## config.mk

```make
export PLATFORM = sky130hd
export DESIGN_NAME = preemptive_priority_dispatcher_core
export DESIGN_NICKNAME = d
export VERILOG_FILES = /design/src/rtl/ppd_pkg.sv /design/src/rtl/ppd_queue.sv /design/src/rtl/ppd_dispatch.sv /design/src/rtl/preemptive_priority_dispatcher_core.sv
export SDC_FILE = /design/constraint.sdc
export NUM_CORES = 2
export LEC_CHECK = 0
export ABC_AREA = 1
export BUFFER_PORTS_ARGS = -buffer_cell sky130_fd_sc_hd__buf_2
export CAP_MARGIN = 20
export CORE_UTILIZATION = 60
export CTS_CLUSTER_SIZE = 24
export DETAILED_ROUTE_END_ITERATION = 7
export MAX_ROUTING_LAYER = met4
export PLACE_DENSITY = 0.85
export SLEW_MARGIN = 20
export SYNTH_ARGS = -nofsm -noshare
export SYNTH_HDL_FRONTEND = slang
export SYNTH_SLANG_ARGS = --single-unit
export TNS_END_PERCENT = 20
```

## constraint.sdc

```tcl
create_clock -name clk -period 5.6 [get_ports clk]
set_input_delay 1.12 -clock clk [delete_from_list [all_inputs] [get_ports clk]]
set_output_delay 1.12 -clock clk [all_outputs]
set_load 0.005 [all_outputs]
```

## src/rtl/ppd_pkg.sv

```systemverilog
// Shared types, constants and helpers for the priority dispatcher.
package ppd_pkg;

	localparam int QUEUE_DEPTH = 16;
	localparam int PID_BITS    = 16;
	localparam int NUM_LEVELS  = 5;

	localparam int PTR_W = $clog2(QUEUE_DEPTH);
	localparam int CNT_W = $clog2(QUEUE_DEPTH + 1);
	localparam int LVL_W = $clog2(NUM_LEVELS);

	localparam int KIND_W   = 2;
	localparam int STATUS_W = 2;
	localparam int PORT_PID_W = 16;
	localparam int PORT_LVL_W = 3;

	localparam logic [KIND_W-1:0] K_ADD      = 2'd0;
	localparam logic [KIND_W-1:0] K_TERM     = 2'd1;
	localparam logic [KIND_W-1:0] K_REMOVE   = 2'd2;
	localparam logic [KIND_W-1:0] K_DISPATCH = 2'd3;

	localparam logic [STATUS_W-1:0] ST_OK    = 2'd0;
	localparam logic [STATUS_W-1:0] ST_FULL  = 2'd1;
	localparam logic [STATUS_W-1:0] ST_EMPTY = 2'd2;

	typedef logic [PID_BITS-1:0] pid_t;
	typedef logic [PTR_W-1:0]    ptr_t;
	typedef logic [CNT_W-1:0]    cnt_t;
	typedef logic [LVL_W-1:0]    lvl_t;

	typedef struct packed {
		logic push;
		logic pop;
		pid_t pid;
	} q_cmd_t;

	typedef struct packed {
		logic empty;
		logic full;
		pid_t head;
	} q_stat_t;

	typedef struct packed {
		logic                running_valid;
		pid_t                running_pid;
		lvl_t                running_level;
		logic                switched;
		logic [STATUS_W-1:0] status;
	} res_t;

	function automatic ptr_t ptr_inc(input ptr_t ptr);
		ptr_t nxt;
		if (ptr == PTR_W'(QUEUE_DEPTH - 1)) begin
			nxt = '0;
		end else begin
			nxt = ptr + 1'b1;
		end
		return nxt;
	endfunction

endpackage

```

## src/rtl/ppd_queue.sv

```systemverilog
// One priority level's ready queue: a ring of task ids with head, tail and count.
module ppd_queue (
	input  logic             clk,
	input  logic             arst_n,
	input  ppd_pkg::q_cmd_t  cmd,
	output ppd_pkg::q_stat_t stat
);

	ppd_pkg::pid_t mem_q [ppd_pkg::QUEUE_DEPTH];
	ppd_pkg::ptr_t head_q;
	ppd_pkg::ptr_t tail_q;
	ppd_pkg::cnt_t count_q;

	always_ff @(posedge clk or negedge arst_n) begin
		if (!arst_n) begin
			head_q  <= '0;
			tail_q  <= '0;
			count_q <= '0;
		end else begin
			if (cmd.push) begin
				tail_q <= ppd_pkg::ptr_inc(tail_q);
			end
			if (cmd.pop) begin
				head_q <= ppd_pkg::ptr_inc(head_q);
			end
			count_q <= count_q + ppd_pkg::CNT_W'(cmd.push) - ppd_pkg::CNT_W'(cmd.pop);
		end
	end

	always_ff @(posedge clk) begin
		if (cmd.push) begin
			mem_q[tail_q] <= cmd.pid;
		end
	end

	assign stat.empty = (count_q == '0);
	assign stat.full  = (count_q == ppd_pkg::CNT_W'(ppd_pkg::QUEUE_DEPTH));
	assign stat.head  = mem_q[head_q];

endmodule

```

## src/rtl/ppd_dispatch.sv

```systemverilog
// Running slot, highest-level pick and queue push/pop decisions for one event.
module ppd_dispatch (
	input  logic                          clk,
	input  logic                          arst_n,
	input  logic                          fire,
	input  logic [ppd_pkg::KIND_W-1:0]    kind,
	input  ppd_pkg::pid_t                 pid,
	input  logic [ppd_pkg::PORT_LVL_W-1:0] prio,
	input  ppd_pkg::q_stat_t              stat [ppd_pkg::NUM_LEVELS],
	output ppd_pkg::q_cmd_t               cmd  [ppd_pkg::NUM_LEVELS],
	output ppd_pkg::res_t                 res
);

	logic          cur_valid_q;
	ppd_pkg::pid_t cur_pid_q;
	ppd_pkg::lvl_t cur_level_q;

	logic          any;
	ppd_pkg::lvl_t top;
	ppd_pkg::lvl_t add_lvl;
	logic          do_disp;
	logic          nv;
	ppd_pkg::pid_t np;
	ppd_pkg::lvl_t nl;
	logic          sw;
	logic [ppd_pkg::STATUS_W-1:0] st;

	always_comb begin
		any     = 1'b0;
		top     = '0;
		add_lvl = ppd_pkg::LVL_W'(prio);
		do_disp = 1'b0;
		nv      = cur_valid_q;
		np      = cur_pid_q;
		nl      = cur_level_q;
		sw      = 1'b0;
		st      = ppd_pkg::ST_OK;
		for (int i = 0; i < ppd_pkg::NUM_LEVELS; i++) begin
			cmd[i].push = 1'b0;
			cmd[i].pop  = 1'b0;
			cmd[i].pid  = pid;
			if (!stat[i].empty) begin
				any = 1'b1;
				top = ppd_pkg::LVL_W'(i);
			end
		end
		unique case (kind)
			ppd_pkg::K_ADD: begin
				if (int'(prio) < ppd_pkg::NUM_LEVELS) begin
					if (stat[add_lvl].full) begin
						st = ppd_pkg::ST_FULL;
					end else begin
						cmd[add_lvl].push = fire;
					end
				end
			end
			ppd_pkg::K_TERM: begin
				nv = 1'b0;
				np = '0;
				nl = '0;
			end
			ppd_pkg::K_REMOVE: begin
				nv      = 1'b0;
				np      = '0;
				nl      = '0;
				do_disp = 1'b1;
			end
			ppd_pkg::K_DISPATCH: begin
				do_disp = 1'b1;
			end
			default: begin
				do_disp = 1'b0;
			end
		endcase
		if (do_disp) begin
			if (!any) begin
				st = ppd_pkg::ST_EMPTY;
			end else if (nv && (nl >= top)) begin
				st = ppd_pkg::ST_OK;
			end else if (nv && stat[nl].full) begin
				st = ppd_pkg::ST_FULL;
			end else begin
				cmd[top].pop = fire;
				if (nv) begin
					cmd[nl].push = fire;
					cmd[nl].pid  = np;
				end
				np = stat[top].head;
				nl = top;
				nv = 1'b1;
				sw = 1'b1;
			end
		end
	end

	always_ff @(posedge clk or negedge arst_n) begin
		if (!arst_n) begin
			cur_valid_q <= 1'b0;
			cur_pid_q   <= '0;
			cur_level_q <= '0;
		end else if (fire) begin
			cur_valid_q <= nv;
			cur_pid_q   <= np;
			cur_level_q <= nl;
		end
	end

	assign res.running_valid = nv;
	assign res.running_pid   = np;
	assign res.running_level = nl;
	assign res.switched      = sw;
	assign res.status        = st;

endmodule

```

## src/rtl/preemptive_priority_dispatcher_core.sv

```systemverilog
// Top level: input register, dispatch logic over the level queues, result register.
//
//  channel | direction | handshake           | payload
//  in      | input     | in_valid, in_ready   | kind, task_pid, task_priority
//  out     | output    | out_valid, out_ready | running_valid, running_pid, running_level,
//          |           |                      | switched, status
//
// One event per cycle sustained while results are taken. An accepted event moves from
// the input register into the result register once that register is free or its result
// is taken; the pick, pop and push over the level queues are combinational and set that rate.
// Reset empties all queues and the running slot; queue entries are not cleared.
// A stalled result holds the input register; in_ready drops only when both registers are
// full and the result is not taken in that cycle.
module preemptive_priority_dispatcher_core (
	input  logic                             clk,
	input  logic                             arst_n,
	input  logic                             in_valid,
	output logic                             in_ready,
	input  logic [ppd_pkg::KIND_W-1:0]       kind,
	input  logic [ppd_pkg::PORT_PID_W-1:0]   task_pid,
	input  logic [ppd_pkg::PORT_LVL_W-1:0]   task_priority,
	output logic                             out_valid,
	input  logic                             out_ready,
	output logic                             running_valid,
	output logic [ppd_pkg::PORT_PID_W-1:0]   running_pid,
	output logic [ppd_pkg::PORT_LVL_W-1:0]   running_level,
	output logic                             switched,
	output logic [ppd_pkg::STATUS_W-1:0]     status
);

	logic                             valid_s1;
	logic [ppd_pkg::KIND_W-1:0]       kind_s1;
	ppd_pkg::pid_t                    pid_s1;
	logic [ppd_pkg::PORT_LVL_W-1:0]   prio_s1;
	logic                             out_valid_q;
	ppd_pkg::res_t                    res_q;
	ppd_pkg::res_t                    res;
	logic                             fire;
	ppd_pkg::q_cmd_t                  cmd  [ppd_pkg::NUM_LEVELS];
	ppd_pkg::q_stat_t                 stat [ppd_pkg::NUM_LEVELS];

	assign fire     = valid_s1 && (!out_valid_q || out_ready);
	assign in_ready = !valid_s1 || fire;

	always_ff @(posedge clk or negedge arst_n) begin
		if (!arst_n) begin
			valid_s1 <= 1'b0;
		end else if (in_valid && in_ready) begin
			valid_s1 <= 1'b1;
		end else if (fire) begin
			valid_s1 <= 1'b0;
		end
	end

	always_ff @(posedge clk) begin
		if (in_valid && in_ready) begin
			kind_s1 <= kind;
			pid_s1  <= ppd_pkg::PID_BITS'(task_pid);
			prio_s1 <= task_priority;
		end
	end

	for (genvar g = 0; g < ppd_pkg::NUM_LEVELS; g++) begin : g_lvl
		ppd_queue u_queue (
			.clk    (clk),
			.arst_n (arst_n),
			.cmd    (cmd[g]),
			.stat   (stat[g])
		);
	end

	ppd_dispatch u_dispatch (
		.clk    (clk),
		.arst_n (arst_n),
		.fire   (fire),
		.kind   (kind_s1),
		.pid    (pid_s1),
		.prio   (prio_s1),
		.stat   (stat),
		.cmd    (cmd),
		.res    (res)
	);

	always_ff @(posedge clk or negedge arst_n) begin
		if (!arst_n) begin
			out_valid_q <= 1'b0;
		end else if (fire) begin
			out_valid_q <= 1'b1;
		end else if (out_ready) begin
			out_valid_q <= 1'b0;
		end
	end

	always_ff @(posedge clk) begin
		if (fire) begin
			res_q <= res;
		end
	end

	assign out_valid     = out_valid_q;
	assign running_valid = res_q.running_valid;
	assign running_pid   = ppd_pkg::PORT_PID_W'(res_q.running_pid);
	assign running_level = ppd_pkg::PORT_LVL_W'(res_q.running_level);
	assign switched      = res_q.switched;
	assign status        = res_q.status;

`ifndef SYNTH
	a_fire_result: assert property (@(posedge clk) disable iff (!arst_n)
		fire |=> out_valid)
		else $error("processed beat did not produce a result");

	a_switch_runs: assert property (@(posedge clk) disable iff (!arst_n)
		out_valid && switched |-> running_valid && (status == ppd_pkg::ST_OK))
		else $error("switch reported without a running task");

	a_empty_slot_zero: assert property (@(posedge clk) disable iff (!arst_n)
		out_valid && !running_valid |-> (running_pid == '0) && (running_level == '0))
		else $error("empty slot shows nonzero task");

	a_stall_holds_s1: assert property (@(posedge clk) disable iff (!arst_n)
		!in_ready |-> valid_s1 && out_valid_q && !out_ready)
		else $error("input stalled without a blocked result");
`endif

endmodule

```

== Word-level counts from Yosys, hierarchy flattened ==
Memory sizes are Yosys's and may differ from the RTL's.
Cells that the tools add are included.
Storage, ports and cells
  register bits: 131
  memory bits (writable): 1280
  input port bits: 25
  memories: 5
Operators by class
  $add $sub $neg: 20
  order comparisons: 8
  eq/ne operators: 18
  multiplexer cells: 86
  bitwise gates (word level): 5
  reductions and logical operators: 22
Memory list
  g_lvl[0].u_queue.mem_q: depth 16, bits a word 16, rd ports 1, clocked after Yosys merged registers in 0, wr ports 1, RTL line ppd_queue.sv:9  | ppd_pkg::pid_t mem_q [ppd_pkg::QUEUE_DEPTH];
  g_lvl[1].u_queue.mem_q: depth 16, bits a word 16, rd ports 1, clocked after Yosys merged registers in 0, wr ports 1, RTL line ppd_queue.sv:9
  g_lvl[2].u_queue.mem_q: depth 16, bits a word 16, rd ports 1, clocked after Yosys merged registers in 0, wr ports 1, RTL line ppd_queue.sv:9
  g_lvl[3].u_queue.mem_q: depth 16, bits a word 16, rd ports 1, clocked after Yosys merged registers in 0, wr ports 1, RTL line ppd_queue.sv:9
  g_lvl[4].u_queue.mem_q: depth 16, bits a word 16, rd ports 1, clocked after Yosys merged registers in 0, wr ports 1, RTL line ppd_queue.sv:9
Operators by type and width (count)
  90-bit 2-to-1 mux: 8
  90-bit bitwise mux: 4
  18-bit demux with 3-bit select: 4
  18-bit binary-select mux with 3-bit select: 3
  16-bit 2-to-1 mux: 8
  17-bit 2-to-1 mux: 5
  4-bit by 1-bit adder with 4-bit output, second input constant: 10
  4-bit == test, second input constant: 10
  4-bit 2-to-1 mux: 10
  18-bit 2-to-1 mux: 2
  1-bit 2-to-1 mux: 28
  5-bit by 1-bit adder with 5-bit output: 5
  5-bit == test, second input constant: 5
  5-bit zero test: 5
  5-bit by 1-bit subtractor with 5-bit output: 5
  3-bit 2-to-1 mux: 6
  2-bit 2-to-1 mux: 8
  4-bit greater-or-equal comparator, second input constant: 3
  4-bit by 1-bit less-than comparator with 1-bit output, second input constant: 3
  3-bit inverter with 4-bit output: 3
  1-bit logical AND: 7
  2-bit == test, second input constant: 2
  2-bit nonzero test: 2
  2-bit OR reduction: 2
  8 further kinds: 11

== Depth between registers and ports, before layout ==
  word-level depth: 20
  mapped depth: 28
  mapped depth without buffers: 26

== By module ==
A second synthesis with hierarchy kept.
Second synthesis, totals
  cells, all modules: 6679
  area total of the unflattened synthesis: 64624.5 um^2
By module, submodules not included
  ppd_queue at g_lvl[2].u_queue ...: times used 2, cells an instance 1198, area each 11918.9 um^2, sequential area each 8012.7 um^2
  ppd_queue at g_lvl[4].u_queue: times used 1, cells an instance 1201, area each 11931.4 um^2, sequential area each 8012.7 um^2
  ppd_queue at g_lvl[1].u_queue: times used 1, cells an instance 1197, area each 11916.4 um^2, sequential area each 8012.7 um^2
  ppd_queue at g_lvl[0].u_queue: times used 1, cells an instance 1129, area each 11696.2 um^2, sequential area each 8012.7 um^2
  ppd_dispatch: times used 1, cells an instance 700, area each 3826.2 um^2, sequential area each 500.5 um^2
  preemptive_priority_dispatcher_core: times used 1, cells an instance 56, area each 1416.4 um^2, sequential area each 1371.3 um^2

== Worst setup path before layout ==
Ideal clock, no wire load.
  path kind: register -> register
  start: register g_lvl[4].u_queue.count_q[3]
  end: register g_lvl[3].u_queue.count_q[4]
  arrival time: 4051 ps
  required time: 5472 ps
  slack: 1421 ps
  cell stages (with the launch flop): 27
  clock period less this slack: 4179 ps
  path through: dfrtp_1 -> inv_1 -> ha_1 -> nand3_1 -> nor2_2 -> buf_2 -> nand2_1 -> buf_2 -> buf_2 -> ha_1 -> nand3_1 -> o211ai_1 -> nand2_1 -> inv_1 -> nor2_2 -> buf_6 -> nand3_2 -> o21ai_2 -> nand2_1 -> ha_1 -> inv_1 -> ha_1 -> inv_1 -> fa_1 -> o21ai_0 -> a21oi_1 -> xor2_1
On the way
  word-level cells in the longest chain between the ends: 17
  elaborated cells on any way between the ends: 32
  those cells by class: add/sub (2); order compare (3); eq/ne (1); mux (21); bitwise (1); reduce/logical (4)
Ends and longest elaborated chain
  start, declared: RTL line ppd_queue.sv:12  | ppd_pkg::cnt_t count_q;
  start signal, assigned: RTL line ppd_queue.sv:26  | count_q <= count_q + ppd_pkg::CNT_W'(cmd.push) - ppd_pkg::CNT_W'(cmd.pop);
  5-bit == test: RTL line ppd_queue.sv:37  | assign stat.full = (count_q == ppd_pkg::CNT_W'(ppd_pkg::QUEUE_DEPTH));
  18-bit binary-select mux with 3-bit select: RTL line ppd_dispatch.sv:50  | if (stat[add_lvl].full) begin
  17-bit 2-to-1 mux (implied by the code) (2 in a row): RTL line ppd_dispatch.sv:50
  90-bit 2-to-1 mux: RTL line ppd_dispatch.sv:50
  90-bit 2-to-1 mux: RTL line ppd_dispatch.sv:49  | if (int'(prio) < ppd_pkg::NUM_LEVELS) begin
  90-bit 2-to-1 mux: RTL line ppd_dispatch.sv:47  | unique case (kind)
  90-bit bitwise mux: RTL line ppd_dispatch.sv:83  | cmd[top].pop = fire;
  90-bit bitwise mux: RTL line ppd_dispatch.sv:85  | cmd[nl].push = fire;
  90-bit bitwise mux: RTL line ppd_dispatch.sv:86  | cmd[nl].pid = np;
  90-bit 2-to-1 mux: RTL line ppd_dispatch.sv:84  | if (nv) begin
  90-bit 2-to-1 mux: RTL line ppd_dispatch.sv:80  | end else if (nv && stat[nl].full) begin
  90-bit 2-to-1 mux: RTL line ppd_dispatch.sv:78  | end else if (nv && (nl >= top)) begin
  90-bit 2-to-1 mux: RTL line ppd_dispatch.sv:76  | if (!any) begin
  90-bit 2-to-1 mux (*): RTL line ppd_dispatch.sv:75  | if (do_disp) begin
  5-bit by 1-bit adder with 5-bit output: RTL line ppd_queue.sv:26
  5-bit by 1-bit subtractor with 5-bit output (*): RTL line ppd_queue.sv:26
  end signal, assigned: RTL line ppd_queue.sv:26
  end, declared: RTL line ppd_queue.sv:12
Mark *: on every way between the ends. The rest lies on a longest branch, timed or not. The select of a mux whose other input is x is not followed.
A chain may end at the register's enable or synchronous reset.

== Worst setup path in the final report ==
  start: register g_lvl[4].u_queue.count_q[3]
  end: register g_lvl[1].u_queue.count_q[4]
On the way
  word-level cells in the longest chain between the ends: 17
  elaborated cells on any way between the ends: 32
  those cells by class: add/sub (2); order compare (3); eq/ne (1); mux (21); bitwise (1); reduce/logical (4)
Ends and longest elaborated chain (RTL line)
  5-bit == test: ppd_queue.sv:37
  18-bit binary-select mux with 3-bit select: ppd_dispatch.sv:50
  17-bit 2-to-1 mux (implied by the code) (2 in a row): ppd_dispatch.sv:50
  90-bit 2-to-1 mux: ppd_dispatch.sv:50
  90-bit 2-to-1 mux: ppd_dispatch.sv:49
  90-bit 2-to-1 mux: ppd_dispatch.sv:47
  90-bit bitwise mux: ppd_dispatch.sv:83
  90-bit bitwise mux: ppd_dispatch.sv:85
  90-bit bitwise mux: ppd_dispatch.sv:86
  90-bit 2-to-1 mux: ppd_dispatch.sv:84
  90-bit 2-to-1 mux: ppd_dispatch.sv:80
  90-bit 2-to-1 mux: ppd_dispatch.sv:78
  90-bit 2-to-1 mux: ppd_dispatch.sv:76
  90-bit 2-to-1 mux (*): ppd_dispatch.sv:75
  5-bit by 1-bit adder with 5-bit output: ppd_queue.sv:26
  5-bit by 1-bit subtractor with 5-bit output (*): ppd_queue.sv:26
  end signal, assigned: ppd_queue.sv:26
  end, declared: ppd_queue.sv:12
Marks and branches as above.

==> impl_metrics.py <==
metrics = {
    "route": {
        "drc": 1,
        "wl_per_cell_um": 21.1,
        "ant_nets": 0,
        "dr.pass1.iters": 8,
        "viasPerCell": 5.82,
        "wl_mm": 157,
        "drtIter0Drc": 6418,
        "via_count": 43300,
    },
    "floorplan": {
        "fp-row-count": 116,
        "io_pins": 50,
        "dieArea_mm2": 0.104,
        "core-area_mm2": 0.101,
        "die_h_um": 322,
        "start_util": 0.609,
        "dieWidth_um": 322,
    },
    "setup_path": {
        "slowest_stage": "nor2_2",
        "cp_cell_sequence": "inv_1 > ha_1 > nand3_1 > nor2_4 > buf_4 > nand2_2 > inv_2 > ha_1 > nand3_1 > o211ai_1 > nand2_1 > inv_1 > nor2_2 > nand3_2 > buf_4 > o21ai_2 > nand2_2 > ha_1 > inv_1 > ha_1 > inv_1 > fa_1 > o21ai_0 > xor2_1",
        "cpPeakStageDelay_ps": 450,
        "arrival_ps": 5620,
        "cp_max_fo": 32,
        "start_kind": "flip-flop",
        "crit_type": "reg2reg",
        "path_buf_inv": 7,
        "crit_family": "simple AND/OR/NAND/NOR gates",
        "worstPathRequired_ps": 6260,
        "cp-end-kind": "flip-flop",
    },
    "final_layout": {
        "layout.nets": 6057,
        "final_cells": 7436,
        "drive_gt1_frac": 0.0797,
        "stdcell_area_mm2": 0.0680,
        "area_growth_pct": 10.8,
    },
    "global_routing": {
        "track_usage": 0.313,
        "antenna_found_initial": 8,
        "grt_pass1_vias": 41900,
        "grt_pass1_wl_mm": 237,
        "grt_overflow_total": 0,
        "grt_max_degree": 98,
    },
    "sta": {
        "finClkSkew_ps": 30.2,
        "worstMarginPinSlew_ps": 1140,
        "max_freq_mhz": 201,
        "drv_slew": 0,
        "timing.setup.tns_ps": 0,
        "slew_headroom": 0.234,
        "setup_viol": 0,
        "final_hold_viol_count": 0,
        "post-route-period-util": 0.886,
        "rsz0062_at_grt": "false",
        "period_needed_ps": 4960,
    },
    "clock_tree": {
        "cts_sinks": 1411,
        "htree_num_levels": 4,
        "cts_tree": "built",
        "cts_made_buffers": 139,
        "clockBufferDepth": 3,
        "holdBufCountCts": 0,
        "postCtsSetupBuffers": 0,
        "cts_resized": 0,
        "clk_pin_slew_ps": 60,
        "clk_latency_ps": 760,
        "root_buffer": "clkbuf_16",
    },
    "power_and_ir_drop": {
        "power.density_mw_per_mm2": 415,
        "power.total_uw": 28200,
        "worst_ir_drop_vdd_v": 0.000328,
        "p_leak_uw": 0.0273,
    },
    "place": {
        "placed_area_mm2": 0.0635,
        "gp_congestion": 0.983,
        "place_inst": 7182,
        "numPortBuffers": 49,
        "dp_hpwl_mm": 96.9,
    },
    "logic_synthesis": {
        "syn_nets": 5967,
        "yosys.area.top_type": "edfxtp_1",
        "synth.distinct_cells": 38,
        "seq_area_frac_synth": 0.684,
        "synth_top_area_share": 0.648,
        "synth.area.top_cells": "edfxtp_1 (65%), nand2_1 (11%), nand3_1 (4.8%)",
        "async_flop_share": 0.0617,
        "synth_area_mm2": 0.0613,
        "synth_edf_count": 1324,
        "yosysMostFrequentCell": "nand2_1",
        "ys.flop_type": "edfxtp_1",
        "synthCells": 5876,
        "yosys_warnings": 0,
        "yosys-top-cells-count": "nand2_1 (1792), edfxtp_1 (1324), inv_1 (607), nand3_1 (586), nor2_1 (556)",
        "syn_avg_cell_area_um2": 10.4,
        "yosys_register_bits": 1411,
    },
    "min_path": {
        "worstHoldPathType": "in2async",
    },
    "outcome": {
        "violations": "DRC",
        "outcome": "finished, violations left",
    },
    "flow_run": {
        "maxCapViolations": 0,
    },
}
-- cells by family after synthesis --
family / after synthesis / synth area share
simple gates: 2972 / 0.196
fa+ha+maj: 66 / 0.0141
flops: 1411 / 0.684
xor+xnor: 35 / 0.00500
compound gates: 480 / 0.0423
buf+inv: 912 / 0.0585
-- metal layers --
| layer | global-route usage | up-vias | share of wire |
|---|---|---|---|
| met5 | - | - | 0 |
| met4 | 0.147 | 0 | 0.047 |
| met3 | 0.0618 | 457 | 0.11 |
| met2 | 0.492 | 2663 | 0.48 |
| met1 | 0.393 | 20500 | 0.36 |
| li1 | - | 19700 | - |
-- final timing paths --
check                                             from                           to  slack [ps]  cells after the start
min                                             arst_n   g_lvl[0].u_queue.tail_q[2]         470                      1
max in group asynchronous                       arst_n   g_lvl[1].u_queue.head_q[0]        4030                      2
max                        g_lvl[4].u_queue.count_q[3]  g_lvl[1].u_queue.count_q[4]         640                     24
min reg2reg                    u_dispatch.cur_pid_q[5]      u_dispatch.cur_pid_q[5]         490                      2
min in group clk               u_dispatch.cur_pid_q[5]      u_dispatch.cur_pid_q[5]         490                      2
max reg2reg                g_lvl[4].u_queue.count_q[3]  g_lvl[1].u_queue.count_q[4]         640                     24
-- sequential cells by signal (all words and copies together) (netlist names) --
signal	flops
g_lvl.u_queue.count_q	25
g_lvl.u_queue.head_q	20
g_lvl.u_queue.mem_q	1280
g_lvl.u_queue.tail_q	20
kind_s1	2
out_valid	1
pid_s1	16
prio_s1	3
running_level	3
running_pid	16
running_valid	1
status	2
switched	1
u_dispatch.cur_level_q	3
u_dispatch.cur_pid_q	16
u_dispatch.cur_valid_q	1
valid_s1	1
-- per-stage QoR --
| stage | util | hold slack [ps] | setup slack [ps] |
|---|---|---|---|
| 3_3_place_gp | 0.630 | 462 | 966 |
| 2_1_floorplan | - | 449 | 1420 |
| 3_5_place_dp | 0.630 | 465 | 847 |
| 5_1_grt | 0.675 | 507 | 356 |
| 6_report | 0.675 | 475 | 636 |
| 4_1_cts | 0.674 | 475 | 706 |
-- report_power, final --
part | internal (uW) | switching, uW | leakage (uW)
clock | 5160 | 3930 | 0.00215
sequential | 12100 | 524 | 0.0130
combinational | 1810 | 4640 | 0.0122
-- cell usage in the layout (no fill, tap or decap), drive strengths merged, types with 6 or more instances in the layout --
master and count:
nand2 1802, edfxtp 1324, inv 614, nand3 591, nor2 562, o21ai 342, buf 233, clkbuf 188
dfrtp 87, clkinv 65, o211ai 61, ha 61, a21oi 59, xor2 29, a31oi 16, bufinv 8
nand4 6, xnor2 6, nor3 6
-- final cells by class --
class,count,area [um2]
timing repair buffer,233,1640
antenna,5,12.5
clock buffer,188,3800
clock inverter,61,626
fill,6782,32800
tap,1357,1700
multi-input combinational,3553,15900
sequential,1411,42000
inverter,628,2360
(Power assumes the default switching activity.)
